### config.mk
export PLATFORM = sky130hd
export DESIGN_NAME = fuzzy_name_match_flat
export DESIGN_NICKNAME = d
export VERILOG_FILES = /design/src/rtl/fnm_pkg.sv /design/src/rtl/fnm_if.sv /design/src/rtl/fnm_core.sv /design/src/rtl/fuzzy_name_match.sv /design/src/flat_wrapper.sv
export SDC_FILE = /design/constraint.sdc
export NUM_CORES = 1
export LEC_CHECK = 0
export BUFFER_PORTS_ARGS = -buffer_cell sky130_fd_sc_hd__buf_2
export CAP_MARGIN = 20
export CORE_UTILIZATION = 48
export CTS_CLUSTER_SIZE = 40
export DETAILED_ROUTE_END_ITERATION = 8
export GPL_TIMING_DRIVEN = 0
export PLACE_DENSITY_LB_ADDON = 0.2
export RECOVER_POWER = 25
export SYNTH_ARGS = -nofsm -noshare
export SYNTH_HDL_FRONTEND = slang
export SYNTH_HIERARCHICAL = 1
export SYNTH_SLANG_ARGS = --single-unit
### constraint.sdc
create_clock -name clk_i -period 3.6 [get_ports clk_i]
set_input_delay 1.08 -clock clk_i [delete_from_list [all_inputs] [get_ports clk_i]]
set_output_delay 1.08 -clock clk_i [all_outputs]
set_load 0.03 [all_outputs]
### src/rtl/fnm_pkg.sv
`default_nettype none

package fnm_pkg;

  // match rule reported with each result
  typedef enum logic [2:0] {
    RULE_NONE      = 3'd0,
    RULE_TRANSPOSE = 3'd1,
    RULE_EXTRA     = 3'd2,
    RULE_MISSING   = 3'd3,
    RULE_SUBST     = 3'd4
  } rule_e;

  // shortest second-string lengths for the rules
  localparam int unsigned MinLenShort = 4;
  localparam int unsigned MinLenLong  = 5;

  // result of one string pair
  typedef struct packed {
    logic  matched;
    rule_e rule;
    logic  overflow;
  } fnm_result_t;

endpackage

`default_nettype wire

### src/rtl/fnm_if.sv
`default_nettype none

// input channel: one byte position of both strings per transaction
interface fnm_in_if;
  logic       valid;
  logic       ready;
  logic [7:0] char_one;
  logic [7:0] char_two;
  logic       last;

  modport source (output valid, output char_one, output char_two, output last, input ready);
  modport sink   (input valid, input char_one, input char_two, input last, output ready);
endinterface

// output channel: one match result per string pair
interface fnm_out_if;
  logic       valid;
  logic       ready;
  logic       matched;
  logic [2:0] rule;
  logic       overflow;

  modport source (output valid, output matched, output rule, output overflow, input ready);
  modport sink   (input valid, input matched, input rule, input overflow, output ready);
endinterface

`default_nettype wire

### src/rtl/fnm_core.sv
`default_nettype none

module fnm_core #(
  parameter int unsigned MAX_LEN = 64
) (
  input  wire logic                clk_i,
  input  wire logic                rst_ni,
  input  wire logic                step_i,
  input  wire logic [7:0]          char_one_i,
  input  wire logic [7:0]          char_two_i,
  input  wire logic                last_i,
  output fnm_pkg::fnm_result_t     result_o
);
  import fnm_pkg::*;

  localparam int unsigned LenW = $clog2(MAX_LEN + 2);
  localparam logic [LenW-1:0] LenMax   = LenW'(MAX_LEN);
  localparam logic [LenW-1:0] LenShort = LenW'(MinLenShort);
  localparam logic [LenW-1:0] LenLong  = LenW'(MinLenLong);

  // shifted compare states
  localparam logic [1:0] SKIP_ALIGNED = 2'd0;
  localparam logic [1:0] SKIP_RUN     = 2'd1;
  localparam logic [1:0] SKIP_FAIL    = 2'd2;

  // transposition states
  localparam logic [1:0] SWAP_EQUAL   = 2'd0;
  localparam logic [1:0] SWAP_PENDING = 2'd1;
  localparam logic [1:0] SWAP_DONE    = 2'd2;
  localparam logic [1:0] SWAP_FAIL    = 2'd3;

  logic [LenW-1:0] len1_q, len1_d, len2_q, len2_d;
  logic [7:0]      prev1_q, prev1_d, prev2_q, prev2_d;
  logic [1:0]      sub_q, sub_d;
  logic [1:0]      extra_q, extra_d, miss_q, miss_d;
  logic [1:0]      swap_q, swap_d;
  logic            eq_pair_q, eq_pair_d;
  logic            ovf_q, ovf_d;
  logic            end1_q, end1_d, end2_q, end2_d;
  logic [7:0]      a, b;
  logic [LenW:0]   len1_x, len2_x;
  logic            swap_ok;
  rule_e           rule;

  function automatic logic [1:0] shift_step(logic [1:0] st, logic aligned_eq,
                                            logic shifted_eq);
    logic [1:0] r;
    r = SKIP_FAIL;
    if (st == SKIP_ALIGNED) r = aligned_eq ? SKIP_ALIGNED : SKIP_RUN;
    else if (st == SKIP_RUN) r = shifted_eq ? SKIP_RUN : SKIP_FAIL;
    return r;
  endfunction

  // bytes past a string end read as zero
  assign a = end1_q ? 8'd0 : char_one_i;
  assign b = end2_q ? 8'd0 : char_two_i;

  // next state for this position
  always_comb begin
    end1_d = end1_q | (a == 8'd0);
    end2_d = end2_q | (b == 8'd0);
    len1_d = len1_q;
    len2_d = len2_q;
    if (a != 8'd0 && len1_q <= LenMax) len1_d = len1_q + 1'b1;
    if (b != 8'd0 && len2_q <= LenMax) len2_d = len2_q + 1'b1;
    ovf_d = ovf_q | (len1_d > LenMax) | (len2_d > LenMax);
    sub_d = sub_q;
    if (a != b && sub_q < 2'd2) sub_d = sub_q + 1'b1;
    eq_pair_d = eq_pair_q | ((b != 8'd0) && (prev2_q == b));
    extra_d = shift_step(extra_q, a == b, a == prev2_q);
    miss_d  = shift_step(miss_q, a == b, prev1_q == b);
    swap_d = swap_q;
    unique case (swap_q)
      SWAP_EQUAL:   if (a != b) swap_d = SWAP_PENDING;
      SWAP_PENDING: swap_d = (a == prev2_q && b == prev1_q) ? SWAP_DONE : SWAP_FAIL;
      SWAP_DONE:    if (a != b) swap_d = SWAP_FAIL;
      default:      swap_d = SWAP_FAIL;
    endcase
    prev1_d = a;
    prev2_d = b;
  end

  // rule selection from the updated state
  assign len1_x  = {1'b0, len1_d};
  assign len2_x  = {1'b0, len2_d};
  assign swap_ok = (len1_d == len2_d) &&
                   (swap_d == SWAP_DONE || (swap_d == SWAP_EQUAL && eq_pair_d));

  always_comb begin
    rule = RULE_NONE;
    if (!ovf_d) begin
      priority if (len2_d >= LenShort && swap_ok) rule = RULE_TRANSPOSE;
      else if (len2_d >= LenShort && len1_x == len2_x + 1'b1 && extra_d != SKIP_FAIL)
        rule = RULE_EXTRA;
      else if (len2_d >= LenLong && len1_x + 1'b1 == len2_x && miss_d != SKIP_FAIL)
        rule = RULE_MISSING;
      else if (len2_d >= LenLong && len1_d == len2_d && sub_d <= 2'd1)
        rule = RULE_SUBST;
      else rule = RULE_NONE;
    end
  end

  assign result_o.matched  = (rule != RULE_NONE);
  assign result_o.rule     = rule;
  assign result_o.overflow = ovf_d;

  // state registers, cleared after each string pair
  always_ff @(posedge clk_i or negedge rst_ni) begin
    if (!rst_ni) begin
      len1_q <= '0; len2_q <= '0; prev1_q <= '0; prev2_q <= '0;
      sub_q <= '0; extra_q <= SKIP_ALIGNED; miss_q <= SKIP_ALIGNED;
      swap_q <= SWAP_EQUAL; eq_pair_q <= 1'b0; ovf_q <= 1'b0;
      end1_q <= 1'b0; end2_q <= 1'b0;
    end else if (step_i) begin
      if (last_i) begin
        len1_q <= '0; len2_q <= '0; prev1_q <= '0; prev2_q <= '0;
        sub_q <= '0; extra_q <= SKIP_ALIGNED; miss_q <= SKIP_ALIGNED;
        swap_q <= SWAP_EQUAL; eq_pair_q <= 1'b0; ovf_q <= 1'b0;
        end1_q <= 1'b0; end2_q <= 1'b0;
      end else begin
        len1_q <= len1_d; len2_q <= len2_d; prev1_q <= prev1_d; prev2_q <= prev2_d;
        sub_q <= sub_d; extra_q <= extra_d; miss_q <= miss_d;
        swap_q <= swap_d; eq_pair_q <= eq_pair_d; ovf_q <= ovf_d;
        end1_q <= end1_d; end2_q <= end2_d;
      end
    end
  end

`ifndef SYNTHESIS
  // the first length never runs past the saturation point
  assert property (@(posedge clk_i) disable iff (!rst_ni) len1_q <= LenMax + 1'b1)
    else $error("first length past saturation");
  // an overflowed pair never reports a rule
  assert property (@(posedge clk_i) disable iff (!rst_ni)
                   ovf_d |-> (rule == RULE_NONE))
    else $error("rule reported on overflow");
  // state is clear after a final position
  assert property (@(posedge clk_i) disable iff (!rst_ni)
                   (step_i && last_i) |=> (len1_q == '0 && len2_q == '0 && !ovf_q))
    else $error("state not cleared after last");
`endif

endmodule

`default_nettype wire

### src/rtl/fuzzy_name_match.sv
// result path: the final position passes the input register, then the result register,
// and waits there while the previous result is still held in the result register
// throughput: one byte position per cycle, back to back, set by the input register
// and the single update stage; the output register lets input flow while a result waits,
// up to the next final position, which waits for the result slot
// reset: asynchronous active low, clears all string state and the valid bits of both stages
`default_nettype none

module fuzzy_name_match #(
  parameter int unsigned MAX_LEN = 64
) (
  input  wire logic clk_i,
  input  wire logic rst_ni,
  fnm_in_if.sink    in_i,
  fnm_out_if.source out_o
);
  import fnm_pkg::*;

  logic        in_valid_q;
  logic [7:0]  char_one_q, char_two_q;
  logic        last_q;
  logic        advance;
  logic        out_valid_q, out_valid_d;
  fnm_result_t out_res_q, core_res;

  // the staged position moves on unless it is final and the result slot is held
  assign advance    = in_valid_q && (!last_q || !out_valid_q || out_o.ready);
  assign in_i.ready = !in_valid_q || advance;

  // input register
  always_ff @(posedge clk_i or negedge rst_ni) begin
    if (!rst_ni) begin
      in_valid_q <= 1'b0;
    end else if (in_i.ready) begin
      in_valid_q <= in_i.valid;
    end
  end

  always_ff @(posedge clk_i) begin
    if (in_i.ready && in_i.valid) begin
      char_one_q <= in_i.char_one;
      char_two_q <= in_i.char_two;
      last_q     <= in_i.last;
    end
  end

  fnm_core #(
    .MAX_LEN(MAX_LEN)
  ) u_core (
    .clk_i      (clk_i),
    .rst_ni     (rst_ni),
    .step_i     (advance),
    .char_one_i (char_one_q),
    .char_two_i (char_two_q),
    .last_i     (last_q),
    .result_o   (core_res)
  );

  // result register
  always_comb begin
    out_valid_d = out_valid_q && !out_o.ready;
    if (advance && last_q) out_valid_d = 1'b1;
  end

  always_ff @(posedge clk_i or negedge rst_ni) begin
    if (!rst_ni) begin
      out_valid_q <= 1'b0;
    end else begin
      out_valid_q <= out_valid_d;
    end
  end

  always_ff @(posedge clk_i) begin
    if (advance && last_q) out_res_q <= core_res;
  end

  assign out_o.valid    = out_valid_q;
  assign out_o.matched  = out_res_q.matched;
  assign out_o.rule     = out_res_q.rule;
  assign out_o.overflow = out_res_q.overflow;

`ifndef SYNTHESIS
  // matched flag agrees with the rule code
  assert property (@(posedge clk_i) disable iff (!rst_ni)
                   out_valid_q |-> (out_res_q.matched == (out_res_q.rule != RULE_NONE)))
    else $error("matched disagrees with rule");
  // overflow never comes with a match
  assert property (@(posedge clk_i) disable iff (!rst_ni)
                   (out_valid_q && out_res_q.overflow) |-> !out_res_q.matched)
    else $error("match reported with overflow");
  // an empty input stage always takes a transaction
  assert property (@(posedge clk_i) disable iff (!rst_ni) !in_valid_q |-> in_i.ready)
    else $error("input stalled while empty");
  // a held result is not dropped
  assert property (@(posedge clk_i) disable iff (!rst_ni)
                   (out_valid_q && !out_o.ready) |=> out_valid_q)
    else $error("pending result lost");
`endif

endmodule

`default_nettype wire

### src/flat_wrapper.sv
// flat-port wrapper written by rule: the top's interface ports become plain ports
module fuzzy_name_match_flat import fnm_pkg::*;
#(
  parameter int unsigned MAX_LEN = 64
)
  (clk_i, rst_ni, in_i_valid, in_i_char_one, in_i_char_two, in_i_last, in_i_ready, out_o_valid, out_o_matched, out_o_rule, out_o_overflow, out_o_ready);
  fnm_in_if in_i_i ();
  fnm_out_if out_o_i ();
  input  wire logic clk_i;
  input  wire logic rst_ni;
  input wire logic [$bits(in_i_i.valid)-1:0] in_i_valid;
  input wire logic [$bits(in_i_i.char_one)-1:0] in_i_char_one;
  input wire logic [$bits(in_i_i.char_two)-1:0] in_i_char_two;
  input wire logic [$bits(in_i_i.last)-1:0] in_i_last;
  output wire logic [$bits(in_i_i.ready)-1:0] in_i_ready;
  output wire logic [$bits(out_o_i.valid)-1:0] out_o_valid;
  output wire logic [$bits(out_o_i.matched)-1:0] out_o_matched;
  output wire logic [$bits(out_o_i.rule)-1:0] out_o_rule;
  output wire logic [$bits(out_o_i.overflow)-1:0] out_o_overflow;
  input wire logic [$bits(out_o_i.ready)-1:0] out_o_ready;
  assign in_i_i.valid = in_i_valid;
  assign in_i_i.char_one = in_i_char_one;
  assign in_i_i.char_two = in_i_char_two;
  assign in_i_i.last = in_i_last;
  assign in_i_ready = in_i_i.ready;
  assign out_o_valid = out_o_i.valid;
  assign out_o_matched = out_o_i.matched;
  assign out_o_rule = out_o_i.rule;
  assign out_o_overflow = out_o_i.overflow;
  assign out_o_i.ready = out_o_ready;
  fuzzy_name_match #(.MAX_LEN(MAX_LEN)) u_core (.clk_i(clk_i), .rst_ni(rst_ni), .in_i(in_i_i), .out_o(out_o_i));
endmodule
# After elaboration in Yosys (flattened, before gate mapping)
# Cells that the tools add are included.
# totals
register_bits	66
in_bits	21
out_inout_bits	7
word_cells	123
# op_classes
addsub	5
magnitude_cmp	8
n_eq_ne	16
muxes	34
bitwise	5
n_reduce_logical	35
# op_table
op	n
== test 8 bit	5
2-to-1 mux 8 bit	4
2-to-1 mux 7 bit	4
2-to-1 mux 2 bit	13
logical AND 1 bit	18
adder 7 x 1 -> 8 bit, second input constant	2
zero test 8 bit	2
nonzero test 8 bit	2
2-to-1 mux 3 bit	5
adder 7 x 1 -> 7 bit, second input constant	2
greater-or-equal comparator 7 x 3 -> 1 bit, second input constant	2
> comparator 7 bit, second input constant	2
less-or-equal comparator 7 bit, second input constant	2
== test 7 x 8 -> 1 bit	1
== test 8 x 7 -> 1 bit	1
zero test 2 bit	4
!= test 8 bit	1
== test 7 bit	1
2-to-1 mux 1 bit	7
== test 2 x 1 -> 1 bit, second input constant	3
one-hot mux 2 bit (3 select lines)	1
OR 1 bit	5
== test 2 bit, second input constant	2
zero test 1 bit	4
other kinds (6)	10

# Depth between registers and ports, before layout
# logic_depth
word_depth	13
mapped_depth	16
depth_no_buf	15

# Modules after synthesis
# The synthesis kept the hierarchy.
# modules_own_cells
mod	n_inst	cells_each	area_each_um2	seq_area_each_um2
fnm_core	1	474	3822.4	1051.0
fuzzy_name_match	1	32	767.0	710.7

# Least setup slack after synthesis
# Ideal clock, no wire load.
# synth_timing
path_kind	reg2reg
startpoint	reg u_core.u_core.len1_q[0]
endpoint	reg u_core.out_res_q (netlist bit u_core/out_o.rule[1]) (data pin)
setup_time_ns	0.157
arrival_ns	3.549
required_time_ns	3.443
setup_slack_ns	-0.106
path_stages_with_launch	16
path_buffers	2
period_less_slack_ns	3.706
cell_sequence	dfrtp_1 > clkbuf_1 > inv_1 > ha_1 > or3b_1 > o31ai_2 > and2_1 > buf_2 > mux2i_2 > inv_1 > ha_1 > or4_1 > o221ai_1 > mux2_2 > a32oi_1 > nor3_1
# synth_rtl
element	line	rtl
start, declared	fnm_core.sv:32	logic [LenW-1:0] len1_q, len1_d, len2_q, len2_d;
start signal, assigned	fnm_core.sv:121	len1_q <= len1_d; len2_q <= len2_d; prev1_q <= prev1_d; prev2_q <= prev2_d;
end signal, assigned	fuzzy_name_match.sv:74	if (advance && last_q) out_res_q <= core_res;
end, declared	fuzzy_name_match.sv:24	fnm_result_t out_res_q, core_res;

==> results.sh <==
export IMPL_grt_first_pass_wirelength_um=19400
export IMPL_min_delay_path_class="flip-flop to flip-flop"
export IMPL_die_x_um=99.8
export IMPL_post_drt_via_cell_ratio=6.02
export IMPL_setup_violations_final=0
export IMPL_grt_max_degree=45
export IMPL_nNetsFinal=582
export IMPL_grt_overflow_total=0
export IMPL_path_delay_family="simple AND/OR/NAND/NOR gates"
export IMPL_cts_sinks=66
export IMPL_fmax_ghz=0.287
export IMPL_syn_nets=536
export IMPL_die_area_um2=9960
export IMPL_finalMaxSlewViolations=0
export IMPL_wirelength_um=11900
export IMPL_p_leak_nw=2.12
export IMPL_vias=4133
export IMPL_synth_largest_area_cell="dfrtp_1"
export IMPL_area_growth_pct=19.1
export IMPL_ys_types=64
export IMPL_clk_latency_ps=340
export IMPL_crit_buf_inv=2
export IMPL_dp_hpwl_um=8430
export IMPL_synthTopCellsByCount="52 x nor2_1, 44 x dfrtp_1, 33 x o21ai_0, 32 x inv_1, 32 x xnor2_1"
export IMPL_finish_utilization_pct=59.2
export IMPL_drt_iter0_markers=348
export IMPL_worst_pin_slew_ps=905
export IMPL_timing_slew_headroom_pct=39.7
export IMPL_critPathMaxStageDelay_ps=540
export IMPL_synth_async_reset_ratio_pct=66.7
export IMPL_num_rows=35
export IMPL_yosysTopAreaCellShare_pct=24.0
export IMPL_ys_seq_area_share_pct=38.4
export IMPL_ios=28
export IMPL_postSynthCellCount=506
export IMPL_synth_flop_cell="dfrtp_1"
export IMPL_cp_cell_sequence="inv_4, ha_1, or3b_4, o31a_4, or4_4, and2_4, buf_6, or4_1, nand3_2, nand4bb_1, a41oi_2, nor2_1"
export IMPL_synth_most_common_cell="nor2_1"
export IMPL_cts_buffer_depth=2
export IMPL_tns_ps=0
export IMPL_crit_slowest_cell="or4_4"
export IMPL_crit_fanout=7
export IMPL_hold_viol=0
export IMPL_wire_per_inst_um=17.4
export IMPL_cts_tree="built"
export IMPL_die_y_um=99.8
export IMPL_status="finished clean"
export IMPL_ctsHtreeMaxLevel=3
export IMPL_ys_seq_elements=66
export IMPL_antenna_found_initial=0
export IMPL_skew_ps=13.4
export IMPL_grt_pass1_vias=3846
export IMPL_design_area_um2=5470
export IMPL_pre_cts_slack_ps=-414
export IMPL_place_congestion=0.875
export IMPL_synth_edf_count=22
export IMPL_initial_core_util_pct=49.7
export IMPL_final_antenna_net_count=0
export IMPL_cts_root_buf="clkbuf_8"
export IMPL_dpl_cell_area_um2=4900
export IMPL_setup_worst_path_start_class="flip-flop"
export IMPL_critical_path_class="flip-flop to flip-flop"
export IMPL_fin_hold_ws_ps=496
export IMPL_cp_data_arrival_time_ps=3580
export IMPL_ys_top_cells_by_area="dfrtp_1 24%, edfxtp_1 14%, xnor2_1 6.1%"
export IMPL_antennaDiodeCount=0
export IMPL_pwr_density_cell_nw_per_um2=438
export IMPL_core_um2=9240
export IMPL_maxCapViolCount=0
export IMPL_drtPass1Iterations=5
export IMPL_drive_above_1_share_pct=21.0
export IMPL_postCtsHoldBufs=0
export IMPL_post_route_drc_count=0
export IMPL_cts_buffers=9
export IMPL_vdd_drop_max_uv=276
export IMPL_yosysWarnings=6
export IMPL_synth_avg_cell_area_um2=9.07
export IMPL_port_buffers=27
export IMPL_fin_crit_ps=3490
export IMPL_endpoint_kind="flip-flop"
export IMPL_worst_slack_ps=113
export IMPL_grt_usage_pct=25.1
export IMPL_worst_ep_required_time_ps=3700
export IMPL_clkTransAtPathRegs_ps=80
export IMPL_synth_area_um2=4590
export IMPL_finalCritPeriodShare_pct=96.9
logic make-up after synthesis:
| family | Yosys count | synth area share [%] |
|---|---|---|
| buffers and inverters | 69 | 6.19 |
| DFF | 66 | 38.4 |
| AOI/OAI and AO/OA | 138 | 20.2 |
| muxes | 2 | 0.545 |
| and+or+nand+nor | 179 | 23.1 |
| xor gates and xnor gates | 43 | 9.11 |
| adders and majority gates | 9 | 2.45 |
through the flow:
stage / std cells / power, mW
after detailed placement: 662 / 1.55
after global routing: 686 / 2.52
after CTS: 680 / 2.31
after global placement: 662 / 1.53
final: 686 / 2.40
after floorplan: 506 / 1.40
final timing paths:
path | slack (ps) | endpoint | startpoint | cells after the start
worst max-delay path | 110 | u_core/out_o.rule[0]$_DFFE_PP_ | u_core/u_core/len2_q[0]$_DFFE_PN0P_ | 12
worst min-delay path | 500 | u_core/u_core/ovf_q$_DFFE_PN0P_ | u_core/u_core/ovf_q$_DFFE_PN0P_ | 1
worst max register to register | 110 | u_core/out_o.rule[0]$_DFFE_PP_ | u_core/u_core/len2_q[0]$_DFFE_PN0P_ | 12
worst min register to register | 500 | u_core/u_core/ovf_q$_DFFE_PN0P_ | u_core/u_core/ovf_q$_DFFE_PN0P_ | 1
max in group asynchronous | 2410 | u_core/u_core/len2_q[0]$_DFFE_PN0P_ | rst_ni | 2
min in group asynchronous | 630 | u_core/u_core/prev2_q[5]$_DFFE_PN0P_ | rst_ni | 1
report_power, final:
part | internal, mW | total [mW] | switching [mW]
clock | 0.406 | 0.739 | 0.333
combinational | 0.327 | 0.729 | 0.402
sequential | 0.852 | 0.928 | 0.0762
cell type report:
class / instances / area, um^2
clock buffers: 9 / 124
clock inverters: 7 / 109
repair buffers: 40 / 244
well taps: 129 / 161
plain buffers: 32 / 151
multi-input cells: 371 / 2790
flip-flops and latches: 66 / 1770
inverters: 32 / 125
fillers: 789 / 3770
cells in the final DEF, fill, tap and decap left out, drive strengths merged, types with 3 or more instances in the layout:
master / n
buf: 47
or4: 6
ha: 9
nor4: 7
o211ai: 7
a21o: 3
a2bb2oi: 3
xnor2: 32
and2: 6
and3: 5
nand2: 15
xor2: 8
a21oi: 19
nor3: 13
nor4bb: 16
clkbuf: 34
and4: 3
o32ai: 11
o22ai: 12
or3: 4
nand2b: 8
nor2: 52
xnor3: 3
o31a: 4
a31oi: 21
o2bb2ai: 3
o21ai: 33
edfxtp: 22
dfrtp: 44
nand3: 22
o31ai: 9
inv: 36
nand4: 11
flip-flops by register name (all words and copies together), names as in the netlist, 2 cells and up:
register and flops:
u_core/u_core/len1_q 7, u_core/u_core/prev1_q 8, u_core/out_o.rule 3, u_core/char_two_q 8, u_core/u_core/len2_q 7, u_core/u_core/swap_q 2, u_core/u_core/prev2_q 8, u_core/u_core/sub_q 2
u_core/u_core/extra_q 2, u_core/char_one_q 8, u_core/u_core/miss_q 2
layer usage:
metal	up-vias	part of all wire, %	global-route usage (%)	wire length (um)
met3	11	7.8	4.81	933
met1	1969	46	38.0	5510
met5	-	0	0	0
met4	0	0.77	8.82	92
li1	1971	-	-	-
met2	182	45	35.8	5400
timing repair:
action,CTS,global route
pin swaps,1,7
hold endpoints to repair,0,0
resized for setup,15,34
buffers inserted,3,9
setup endpoints to repair,5,6
Power figures use the tool's default switching activity.
